===== src/design/fpm_pkg.sv =====
// shared types, constants and helper functions of the polynomial multiplier
package fpm_pkg;

    localparam int MAX_TERMS = 32;
    localparam int ADDR_W    = 5;
    localparam int COUNT_W   = 6;
    localparam int COEF_W    = 12;
    localparam int PROD_W    = 24;
    localparam int RESULT_W  = 29;

    typedef struct packed {
        logic signed [COEF_W-1:0] a_coef;
        logic signed [COEF_W-1:0] b_coef;
    } fpm_in_t;

    typedef struct packed {
        logic signed [RESULT_W-1:0] product_coef;
        logic                       last_coef;
    } fpm_out_t;

    typedef enum logic [1:0] {
        ST_LOAD,
        ST_MAC,
        ST_DRAIN,
        ST_EMIT
    } fpm_state_t;

    // controller to datapath commands
    typedef struct packed {
        logic              load_we;
        logic [ADDR_W-1:0] wr_addr;
        logic              issue;
        logic              first;
        logic              in_range;
        logic [ADDR_W-1:0] rd_a;
        logic [ADDR_W-1:0] rd_b;
        logic              last;
    } fpm_cmd_t;

    // clamp the term count register into 1..MAX_TERMS
    function automatic logic [COUNT_W-1:0] eff_count(input logic [COUNT_W-1:0] tc);
        logic [COUNT_W-1:0] n;
        begin
            n = tc;
            if (tc == '0)
                n = COUNT_W'(1);
            else if (tc > COUNT_W'(MAX_TERMS))
                n = COUNT_W'(MAX_TERMS);
            return n;
        end
    endfunction

    // highest product degree emitted: 2*P - 2, P the next power of two at or above n
    function automatic logic [COUNT_W-1:0] last_degree(input logic [COUNT_W-1:0] n);
        logic [COUNT_W-1:0] d;
        begin
            case (n) inside
                [6'd0:6'd1]:   d = 6'd0;
                [6'd2:6'd2]:   d = 6'd2;
                [6'd3:6'd4]:   d = 6'd6;
                [6'd5:6'd8]:   d = 6'd14;
                [6'd9:6'd16]:  d = 6'd30;
                default:       d = 6'd62;
            endcase
            return d;
        end
    endfunction

endpackage


===== src/design/fft_polynomial_multiplier_unit.sv =====
// top level of the polynomial multiplier: controller, datapath and checks
// Multiplies two signed 12-bit polynomials of term_count coefficients
// (1..32, 0 acts as 1, larger acts as 32). Coefficient pairs are loaded one
// request per cycle while in_stall is low, lowest degree first; after the
// last pair the block emits 2*P-1 product coefficients (P the next power of
// two at or above term_count), lowest degree first, the last one flagged by
// last_coef. Degrees above 2*term_count-2 come out as zero. Each product
// coefficient is formed by one shared 12x12 multiplier stepping through
// term_count products read from the two coefficient memories, followed by a
// pipeline drain; no input is taken while results are produced.
// term_count is written through the cfg port only while the block waits for
// pairs; a write restarts the current load.
module fft_polynomial_multiplier_unit
    import fpm_pkg::*;
(
    input  logic               clk,
    input  logic               rst_n,
    // configuration write
    input  logic               cfg_valid,
    output logic               cfg_ready,
    input  logic [COUNT_W-1:0] cfg_data,
    // coefficient pair requests
    input  logic               in_valid,
    output logic               in_stall,
    input  fpm_in_t            in_data,
    // product coefficient requests
    output logic               out_valid,
    input  logic               out_stall,
    output fpm_out_t           out_data
);

    fpm_cmd_t cmd;

    // sequencing: load, multiply-accumulate loop, drain, emit
    fpm_ctrl u_ctrl (
        .clk       (clk),
        .rst_n     (rst_n),
        .cfg_valid (cfg_valid),
        .cfg_ready (cfg_ready),
        .cfg_data  (cfg_data),
        .in_valid  (in_valid),
        .in_stall  (in_stall),
        .out_valid (out_valid),
        .out_stall (out_stall),
        .cmd       (cmd)
    );

    // storage and arithmetic
    fpm_datapath u_dp (
        .clk      (clk),
        .rst_n    (rst_n),
        .cmd      (cmd),
        .in_data  (in_data),
        .out_data (out_data)
    );

    // inputs are never taken while a result is on offer
    assert property (@(posedge clk) disable iff (!rst_n)
        out_valid |-> in_stall)
        else $error("input accepted while result pending");

    // after the final coefficient is taken the block returns to loading
    assert property (@(posedge clk) disable iff (!rst_n)
        (out_valid && !out_stall && out_data.last_coef) |=> (!out_valid && cfg_ready))
        else $error("result stream did not end after last coefficient");

    // config is only accepted while idle
    assert property (@(posedge clk) disable iff (!rst_n)
        cfg_ready |-> !out_valid)
        else $error("config ready while results pending");

endmodule


===== src/design/fpm_ram.sv =====
// generic single-write, single-read memory with registered read data
module fpm_ram #(
    parameter int WIDTH = 12,
    parameter int DEPTH = 32
) (
    input  logic                     clk,
    input  logic                     we,
    input  logic [$clog2(DEPTH)-1:0] waddr,
    input  logic [WIDTH-1:0]         wdata,
    input  logic [$clog2(DEPTH)-1:0] raddr,
    output logic [WIDTH-1:0]         rdata
);

    logic [WIDTH-1:0] mem [DEPTH];

    always_ff @(posedge clk)
    begin
        if (we)
        begin
            mem[waddr] <= wdata;
        end
        rdata <= mem[raddr];
    end

endmodule


===== src/design/fpm_ctrl.sv =====
// controller: load sequencing, convolution loop counters and result handshake
module fpm_ctrl
    import fpm_pkg::*;
(
    input  logic     clk,
    input  logic     rst_n,
    input  logic     cfg_valid,
    output logic     cfg_ready,
    input  logic [COUNT_W-1:0] cfg_data,
    input  logic     in_valid,
    output logic     in_stall,
    output logic     out_valid,
    input  logic     out_stall,
    output fpm_cmd_t cmd
);

    fpm_state_t         state_reg, state_next;
    logic [COUNT_W-1:0] term_count_reg, term_count_next;
    logic [ADDR_W-1:0]  load_idx_reg, load_idx_next;
    logic [ADDR_W-1:0]  i_reg, i_next;
    logic [COUNT_W-1:0] k_reg, k_next;
    logic               cnt_reg, cnt_next;

    logic [COUNT_W-1:0] n;
    logic [ADDR_W-1:0]  n_last;
    logic [COUNT_W-1:0] k_last;
    logic [COUNT_W:0]   j;
    logic               cfg_fire, in_fire;

    assign n        = eff_count(term_count_reg);
    assign n_last   = ADDR_W'(n - COUNT_W'(1));
    assign k_last   = last_degree(n);
    assign j        = {1'b0, k_reg} - {2'b00, i_reg};
    assign cfg_fire = cfg_valid && cfg_ready;
    assign in_fire  = in_valid && !in_stall;

    always_ff @(posedge clk or negedge rst_n)
    begin
        if (!rst_n)
        begin
            state_reg      <= ST_LOAD;
            term_count_reg <= COUNT_W'(1);
            load_idx_reg   <= '0;
            i_reg          <= '0;
            k_reg          <= '0;
            cnt_reg        <= 1'b0;
        end
        else
        begin
            state_reg      <= state_next;
            term_count_reg <= term_count_next;
            load_idx_reg   <= load_idx_next;
            i_reg          <= i_next;
            k_reg          <= k_next;
            cnt_reg        <= cnt_next;
        end
    end

    // next state and counters
    always_comb
    begin
        state_next      = state_reg;
        term_count_next = term_count_reg;
        load_idx_next   = load_idx_reg;
        i_next          = i_reg;
        k_next          = k_reg;
        cnt_next        = cnt_reg;
        case (state_reg)
            ST_LOAD:
            begin
                if (cfg_fire)
                begin
                    term_count_next = cfg_data;
                    load_idx_next   = '0;
                end
                else if (in_fire)
                begin
                    if (load_idx_reg == n_last)
                    begin
                        load_idx_next = '0;
                        i_next        = '0;
                        k_next        = '0;
                        state_next    = ST_MAC;
                    end
                    else
                    begin
                        load_idx_next = load_idx_reg + ADDR_W'(1);
                    end
                end
            end
            ST_MAC:
            begin
                if (i_reg == n_last)
                begin
                    cnt_next   = 1'b0;
                    state_next = ST_DRAIN;
                end
                else
                begin
                    i_next = i_reg + ADDR_W'(1);
                end
            end
            ST_DRAIN:
            begin
                if (cnt_reg)
                    state_next = ST_EMIT;
                else
                    cnt_next = 1'b1;
            end
            ST_EMIT:
            begin
                if (!out_stall)
                begin
                    if (k_reg == k_last)
                    begin
                        state_next = ST_LOAD;
                    end
                    else
                    begin
                        k_next     = k_reg + COUNT_W'(1);
                        i_next     = '0;
                        state_next = ST_MAC;
                    end
                end
            end
            default:
            begin
                state_next = ST_LOAD;
            end
        endcase
    end

    // outputs and commands
    always_comb
    begin
        cfg_ready    = (state_reg == ST_LOAD);
        in_stall     = (state_reg != ST_LOAD) || cfg_valid;
        out_valid    = (state_reg == ST_EMIT);
        cmd.load_we  = in_fire;
        cmd.wr_addr  = load_idx_reg;
        cmd.issue    = (state_reg == ST_MAC);
        cmd.first    = (i_reg == '0);
        cmd.in_range = !j[COUNT_W] && (j[COUNT_W-1:0] < n);
        cmd.rd_a     = i_reg;
        cmd.rd_b     = j[ADDR_W-1:0];
        cmd.last     = (k_reg == k_last);
    end

endmodule


===== src/design/fpm_datapath.sv =====
// datapath: coefficient stores, multiplier and accumulator
module fpm_datapath
    import fpm_pkg::*;
(
    input  logic     clk,
    input  logic     rst_n,
    input  fpm_cmd_t cmd,
    input  fpm_in_t  in_data,
    output fpm_out_t out_data
);

    logic [COEF_W-1:0]          a_rd, b_rd;
    logic                       s1_valid_reg, s1_first_reg, s1_range_reg;
    logic                       s2_valid_reg, s2_first_reg;
    logic signed [PROD_W-1:0]   prod_reg;
    logic signed [RESULT_W-1:0] acc_reg, acc_next;

    fpm_ram #(.WIDTH(COEF_W), .DEPTH(MAX_TERMS)) u_a_ram (
        .clk   (clk),
        .we    (cmd.load_we),
        .waddr (cmd.wr_addr),
        .wdata (in_data.a_coef),
        .raddr (cmd.rd_a),
        .rdata (a_rd)
    );

    fpm_ram #(.WIDTH(COEF_W), .DEPTH(MAX_TERMS)) u_b_ram (
        .clk   (clk),
        .we    (cmd.load_we),
        .waddr (cmd.wr_addr),
        .wdata (in_data.b_coef),
        .raddr (cmd.rd_b),
        .rdata (b_rd)
    );

    always_ff @(posedge clk or negedge rst_n)
    begin
        if (!rst_n)
        begin
            s1_valid_reg <= 1'b0;
            s2_valid_reg <= 1'b0;
        end
        else
        begin
            s1_valid_reg <= cmd.issue;
            s2_valid_reg <= s1_valid_reg;
        end
    end

    // out-of-range terms contribute zero
    always_ff @(posedge clk)
    begin
        s1_first_reg <= cmd.first;
        s1_range_reg <= cmd.in_range;
        s2_first_reg <= s1_first_reg;
        if (s1_range_reg)
            prod_reg <= $signed(a_rd) * $signed(b_rd);
        else
            prod_reg <= '0;
        acc_reg <= acc_next;
    end

    always_comb
    begin
        acc_next = acc_reg;
        if (s2_valid_reg)
        begin
            if (s2_first_reg)
                acc_next = RESULT_W'(prod_reg);
            else
                acc_next = acc_reg + RESULT_W'(prod_reg);
        end
    end

    assign out_data.product_coef = acc_reg;
    assign out_data.last_coef    = cmd.last;

endmodule

===== config.mk =====
export PLATFORM = sky130hd
export DESIGN_NAME = fft_polynomial_multiplier_unit
export DESIGN_NICKNAME = d
export VERILOG_FILES = /design/src/design/fpm_pkg.sv /design/src/design/fft_polynomial_multiplier_unit.sv /design/src/design/fpm_ram.sv /design/src/design/fpm_ctrl.sv /design/src/design/fpm_datapath.sv
export SDC_FILE = /design/constraint.sdc
export NUM_CORES = 1
export LEC_CHECK = 0
export ABC_CLOCK_PERIOD_IN_PS = 5200
export BUFFER_PORTS_ARGS = -buffer_cell sky130_fd_sc_hd__buf_2
export CAP_MARGIN = 20
export CORE_UTILIZATION = 26
export DETAILED_ROUTE_END_ITERATION = 10
export GPL_TIMING_DRIVEN = 0
export PLACE_DENSITY_LB_ADDON = 0.25
export SLEW_MARGIN = 20
export SYNTH_ARGS = -nofsm -noshare
export SYNTH_HDL_FRONTEND = slang
export SYNTH_SLANG_ARGS = --single-unit

===== constraint.sdc =====
create_clock -name clk -period 5.2 [get_ports clk]
set_input_delay 0.26 -clock clk [delete_from_list [all_inputs] [get_ports clk]]
set_output_delay 0.26 -clock clk [all_outputs]
set_load 0.005 [all_outputs]

==> results of run 1 <==
## what timing repair did
action / CTS / global route
endpoints found under the hold margin: 32 / 0
setup buffers: 18 / 5
pin swaps: 17 / 24
hold buffers: 7 / 0
resized for setup: 118 / 44
endpoints found under the setup margin: 23 / 8
## metrics by stage
step / hold slack (ns) / setup slack (ns) / setup TNS [ns] / utilization / instances
final: 0.0681 / 0.0808 / 0 / 0.313 / 4742
after detailed placement: 0.313 / -1.16 / -18.73 / 0.288 / 4538
after CTS: 0.0113 / -0.0458 / -0.0458 / 0.312 / 4737
after global placement: 0.319 / -1.37 / -37.89 / 0.281 / 4502
after global routing: 0.0430 / -0.0744 / -0.0837 / 0.313 / 4741
after floorplan: -0.0356 / 0.0229 / 0 / - / 2391
## layout make-up
class                   instances  area [um2]  area share
multi-input cells            1206       14200       0.293
flip-flops and latches        875       25700       0.531
well taps                    2044        2560      0.0529
inverters                     208         782      0.0162
clock inverters                63         639      0.0132
plain buffers                 101         689      0.0143
clock buffers                 111        2430      0.0502
repair buffers                133        1410      0.0290
diodes                          1        2.50   0.0000517
## cell families after synthesis
family          count (synthesis)  synth area share
compound gates                197            0.0318
xor+xnor                       53            0.0115
fa+ha+maj                     244             0.101
buf+inv                       310            0.0295
flops                         875             0.633
mux                           269             0.141
simple gates                  443            0.0520
## final timing paths
kind | endpoint
min in group asynchronous | u_ctrl.k_reg[2]
worst min register to register | u_dp.s2_first_reg
worst max register to register | u_dp.prod_reg[23]
worst min-delay path | u_dp.u_a_ram.mem[28][9]
max in group asynchronous | u_dp.s2_valid_reg
worst max-delay path | u_dp.prod_reg[23]
## cell usage in the layout, fill, tap and decap left out, types with 10 or more instances in the layout
cell,count
mux4_2,240
nor3_1,16
clkinv_2,16
and3_1,11
ha_1,95
and2_1,49
dfxtp_2,12
clkinv_1,24
a21o_1,14
clkbuf_16,98
xor2_1,20
inv_1,200
buf_2,86
buf_16,15
buf_12,19
mux2_2,22
dfrtp_1,25
nor2_1,52
nand2_1,176
a21oi_1,40
clkbuf_2,16
dfxtp_1,31
o21ai_0,51
edfxtp_1,797
buf_4,27
fa_1,135
nand3_1,22
nand2b_1,21
o21a_1,14
xnor2_1,31
nor2_4,32
clkbuf_1,51
o31ai_1,10
## per-layer routing
metal / share of wire / vias to the layer above
met5: 0.00029 / -
met4: 0.021 / 6
met3: 0.045 / 156
met2: 0.47 / 460
met1: 0.46 / 11400
li1: - / 9511
## worst max-delay path, delay by kind of cell, from the launching register on
family | cells | cell delay [ns]
muxes | 1 | 0.31
DFF | 1 | 0.37
adders and majority gates | 6 | 2.74
and+or+nand+nor | 1 | 0.06
buffers and inverters | 6 | 0.56
AOI/OAI and AO/OA | 6 | 0.97
==> flow_metrics.tcl, run 1 <==
set metrics [dict create \
    outcome "finished with violations" \
    violations "DRC" \
    cp_slowest_cell "fa_1" \
    root_buffer "clkbuf_16" \
    hpwl_mm 74.0 \
    postPlaceCellArea_mm2 0.0445 \
    drc_errors 16 \
    clock_latency_ns 0.72 \
    start_util 0.262 \
    syn-num-nets 2670 \
    core_area_mm2 0.154 \
    ff2ff_setup_slack_ns 0.08 \
    syn_area_mm2 0.0405 \
    worstSetupStartpointType "flop" \
    finalHoldViolations 0 \
    fmax_mhz 195 \
    crit_chain "buf_8 -> buf_4 -> buf_4 -> nand2_1 -> fa_1 -> inv_1 -> fa_1 -> fa_1 -> fa_1 -> inv_1 -> fa_1 -> inv_1 -> ha_4 -> o21ai_2 -> a21oi_2 -> o2111ai_2 -> a31oi_4 -> a211oi_2 -> o2bb2ai_2 -> mux2_4" \
    clock_skew_ns 0.0645 \
    rr_startpoint "u_dp.u_a_ram.rdata[5]" \
    startpoint "u_dp.u_a_ram.rdata[5]" \
    synth_seq_cells 875 \
    wl_per_cell_um 22.8 \
    fin_crit_ns 5.12 \
    synth_top_area_frac 0.591 \
    htree_levels 3 \
    rsz0062_at_grt "true" \
    routed-via-count 21500 \
    ios 68 \
    crit_path_max_incr_delay_ns 0.58 \
    firstDrtPassIters 10 \
    use_met3 0.0241 \
    seq_area_frac_synth 0.633 \
    rows 144 \
    area_growth_pct 19.4 \
    syn_inst 2391 \
    yosysTopAreaCell "edfxtp_1" \
    clk_pin_slew_ns 0.07 \
    grt_util_met2 0.223 \
    grt_max_degree 33 \
    yosys.cell_count.top_type "edfxtp_1" \
    ys_warn_count 0 \
    hold_depth 1 \
    synthTopCellsByArea "edfxtp_1 59%, mux4_2 13%, fa_1 6.9%" \
    synth-async-reset-ratio 0.0309 \
    worst_hold_path_type "input pin to flop" \
    slew_viol_final 0 \
    drive_gt1_frac 0.260 \
    nets 2898 \
    grtUsageTotal 0.138 \
    clock_path_buffers 3 \
    netlist_top_cells_count "797 x edfxtp_1, 240 x mux4_2, 206 x inv_1, 179 x nand2_1, 140 x fa_1" \
    required_ns 5.76 \
    path_common_cell "fa_1" \
    grt_use_met1 0.193 \
    fillers 15000 \
    die_x_um 397 \
    port_buffers 67 \
    fp.dieH_um 397 \
    worstPathMaxFanout 5 \
    endpoint_kind "flop" \
    grt_pass1_wl_mm 158 \
    reg2regPathDepth 20 \
    grt_pass1_vias 22600 \
    cts_tree "done" \
    grt-ovfl-total 0 \
    synth-edff-count 797 \
    final_area_mm2 0.0484 \
    clock-sinks 875 \
    cp.arrival_ns 5.68 \
    synth_flop_cell "edfxtp_1" \
    crit_type "flop to flop" \
    worstMarginPinSlew_ns 1.12 \
    wl_mm 108 \
    viasPerCell 4.53 \
    globalRoute.busiestLayer "met2" \
    min_from "in_data[21]" \
    routabilityCongestion 0.767 \
    relSlewSlack 0.255 \
    antenna_found_initial 13 \
    maxCapViolations 0 \
    synth.distinct_cells 68 \
    drt_iter0_markers 1599 \
    ant_nets 0 \
    dieArea_mm2 0.157 \
    setup_viol 0 \
    cts_buffers 94 \
    syn_avg_cell_area_um2 16.9 \
    period_share 0.984 \
]
Power of run 1 is left out: the tool's default activity adds up to more than one toggle a clock period on the data nets, which glitch-free logic cannot reach.
==> inputs of run 2 (changes only) <==
--- a/config.mk
+++ b/config.mk
@@ -8,6 +8,8 @@
 export ABC_CLOCK_PERIOD_IN_PS = 5200
 export BUFFER_PORTS_ARGS = -buffer_cell sky130_fd_sc_hd__buf_2
 export CAP_MARGIN = 20
+export CORE_ASPECT_RATIO = 1.25
+export CORE_MARGIN = 3
 export CORE_UTILIZATION = 26
 export DETAILED_ROUTE_END_ITERATION = 10
 export GPL_TIMING_DRIVEN = 0
==> run 2 against run 1 <==
  * The flow now finishes without violations
  * Worst setup slack lost 0.024 ns
  * Routed wire length grew 0.51%
  * Global-route usage shrank 0.18 points
  * Flip-flop and latch count is the same
  * Cell area grew 0.38%
  * Core utilization grew 0.10 points
  * Sequential share of layout area shrank 0.20 points
  * Clock-buffer cell count grew 17
  * Critical path type unchanged
  * Highest routed layer unchanged
==> flow_metrics.tcl, run 2 (synthesis gave the netlist of run 1 again) <==
set metrics [dict create \
    required_ns 5.77 \
    cp.arrival_ns 5.71 \
    cts_buffers 94 \
    relSlewSlack 0.254 \
    worstMarginPinSlew_ns 1.12 \
    routed-via-count 21500 \
    fin_crit_ns 5.14 \
    antenna_found_initial 7 \
    routabilityCongestion 0.779 \
    hpwl_mm 74.6 \
    worstSetupStartpointType "flop" \
    grt_pass1_wl_mm 160 \
    period_share 0.989 \
    wl_mm 109 \
    viasPerCell 4.51 \
    worstPathMaxFanout 10 \
    worst_hold_path_type "input pin to flop" \
    dr_wl_met3_mm 4.76 \
    fp.dieH_um 447 \
    crit_type "flop to flop" \
    drc_errors 0 \
    outcome "completed" \
    htree_levels 3 \
    rsz0062_at_grt "true" \
    clk_pin_slew_ns 0.06 \
    routed.top_layer "met5" \
    port_buffers 67 \
    clock_skew_ns 0.0260 \
    maxCapViolations 0 \
    die_x_um 359 \
    endpoint_kind "flop" \
    clock_latency_ns 0.70 \
    rows 161 \
    final_common_cell "edfxtp_1" \
    clock_path_buffers 3 \
    ant_nets 0 \
    drt_iter0_markers 1443 \
    grt_pass1_vias 23000 \
    area_growth_pct 19.9 \
    drive_gt1_frac 0.265 \
    core_area_mm2 0.155 \
    root_buffer "clkbuf_16" \
    dieArea_mm2 0.161 \
    grtUsageTotal 0.136 \
    fillers 15000 \
    wl_met1_mm 42.8 \
    ios 68 \
    firstDrtPassIters 7 \
    cts_tree "done" \
    nets 2924 \
    clock-sinks 875 \
    grt_max_degree 33 \
    wl_per_cell_um 22.8 \
    finalHoldViolations 0 \
    wl_met2_mm 58.3 \
    start_util 0.262 \
    fmax_mhz 194 \
    setup_viol 0 \
    slew_viol_final 0 \
    final_cell_mix "797 x edfxtp_1, 240 x mux4_2, 199 x inv_1" \
    tns_ns 0 \
    grt-ovfl-total 0 \
]
## run 2: cell types whose count changed in the layout (fill, tap and decap cells not counted), sizes merged, moves of 4 or more
cell / delta
clkinv: -9
buf: +34
inv: -5
bufinv: -5
diode: +4
clkbuf: +9
## run 2: final cells by class
type	count	area, um2	share of cell area
Clock buffer	128	2550	0.0526
Multi-Input combinational cell	1206	14200	0.293
Sequential cell	875	25700	0.529
Buffer	100	703	0.0145
Antenna cell	5	12.5	0.000258
Timing Repair Buffer	160	1670	0.0345
Inverter	208	783	0.0161
Clock inverter	46	368	0.00758
Tap cell	2037	2550	0.0525
## run 2: what timing repair did
item / 4_1_cts / 5_1_grt
setup buffers: 27 / 23
pin swaps: 13 / 24
gates resized for setup: 122 / 65
endpoints found under the hold margin: 32 / 0
cloned: 0 / 1
endpoints found under the setup margin: 23 / 15
hold buffers: 7 / 0
## run 2: path summary, 6_finish.rpt
kind	startpoint	to	slack [ns]	depth (start not counted)
worst max-delay path	u_dp.u_a_ram.rdata[5]	u_dp.prod_reg[23]	0.06	19
worst min-delay path	in_data[10]	u_dp.u_b_ram.mem[7][10]	0.09	1
worst max register to register	u_dp.u_a_ram.rdata[5]	u_dp.prod_reg[23]	0.06	19
worst min register to register	u_dp.s1_first_reg	u_dp.s2_first_reg	0.33	0
max in group asynchronous	rst_n	u_dp.s2_valid_reg	4.58	2
min in group asynchronous	rst_n	u_ctrl.term_count_reg[2]	0.15	2
## run 2: through the flow
stage / util / instances / area (um2) / hold WS, ns / setup WS [ns]
5_1_grt: 0.314 / 4761 / 48500 / 0.100 / -0.0706
2_1_floorplan: - / 2391 / 40500 / -0.0356 / 0.0229
3_3_place_gp: 0.281 / 4495 / 43400 / 0.321 / -1.37
6_report: 0.314 / 4765 / 48600 / 0.0884 / 0.0564
4_1_cts: 0.312 / 4737 / 48200 / 0.0299 / -0.0322
3_5_place_dp: 0.288 / 4529 / 44500 / 0.324 / -1.21
## run 2: worst max-delay path, stage by stage, from the launching register on
cell	delay, ns
dfxtp_4	0.39
clkbuf_16	0.17
nand2_1	0.07
fa_1	0.50
fa_1	0.45
fa_1	0.50
inv_1	0.05
fa_1	0.48
inv_1	0.05
fa_1	0.47
inv_1	0.06
ha_4	0.23
o21a_1	0.19
o21ai_2	0.17
a21oi_4	0.06
o2111ai_4	0.26
a31oi_4	0.15
a211oi_4	0.30
o2bb2ai_2	0.16
mux2_4	0.31
## run 2: per-layer routing
layer,vias up,GRT usage
met5,-,0
met4,2,0.0481
met3,141,0.0206
met2,476,0.252
met1,11300,0.161
li1,9594,-
Power of run 2 is left out for the same reason.
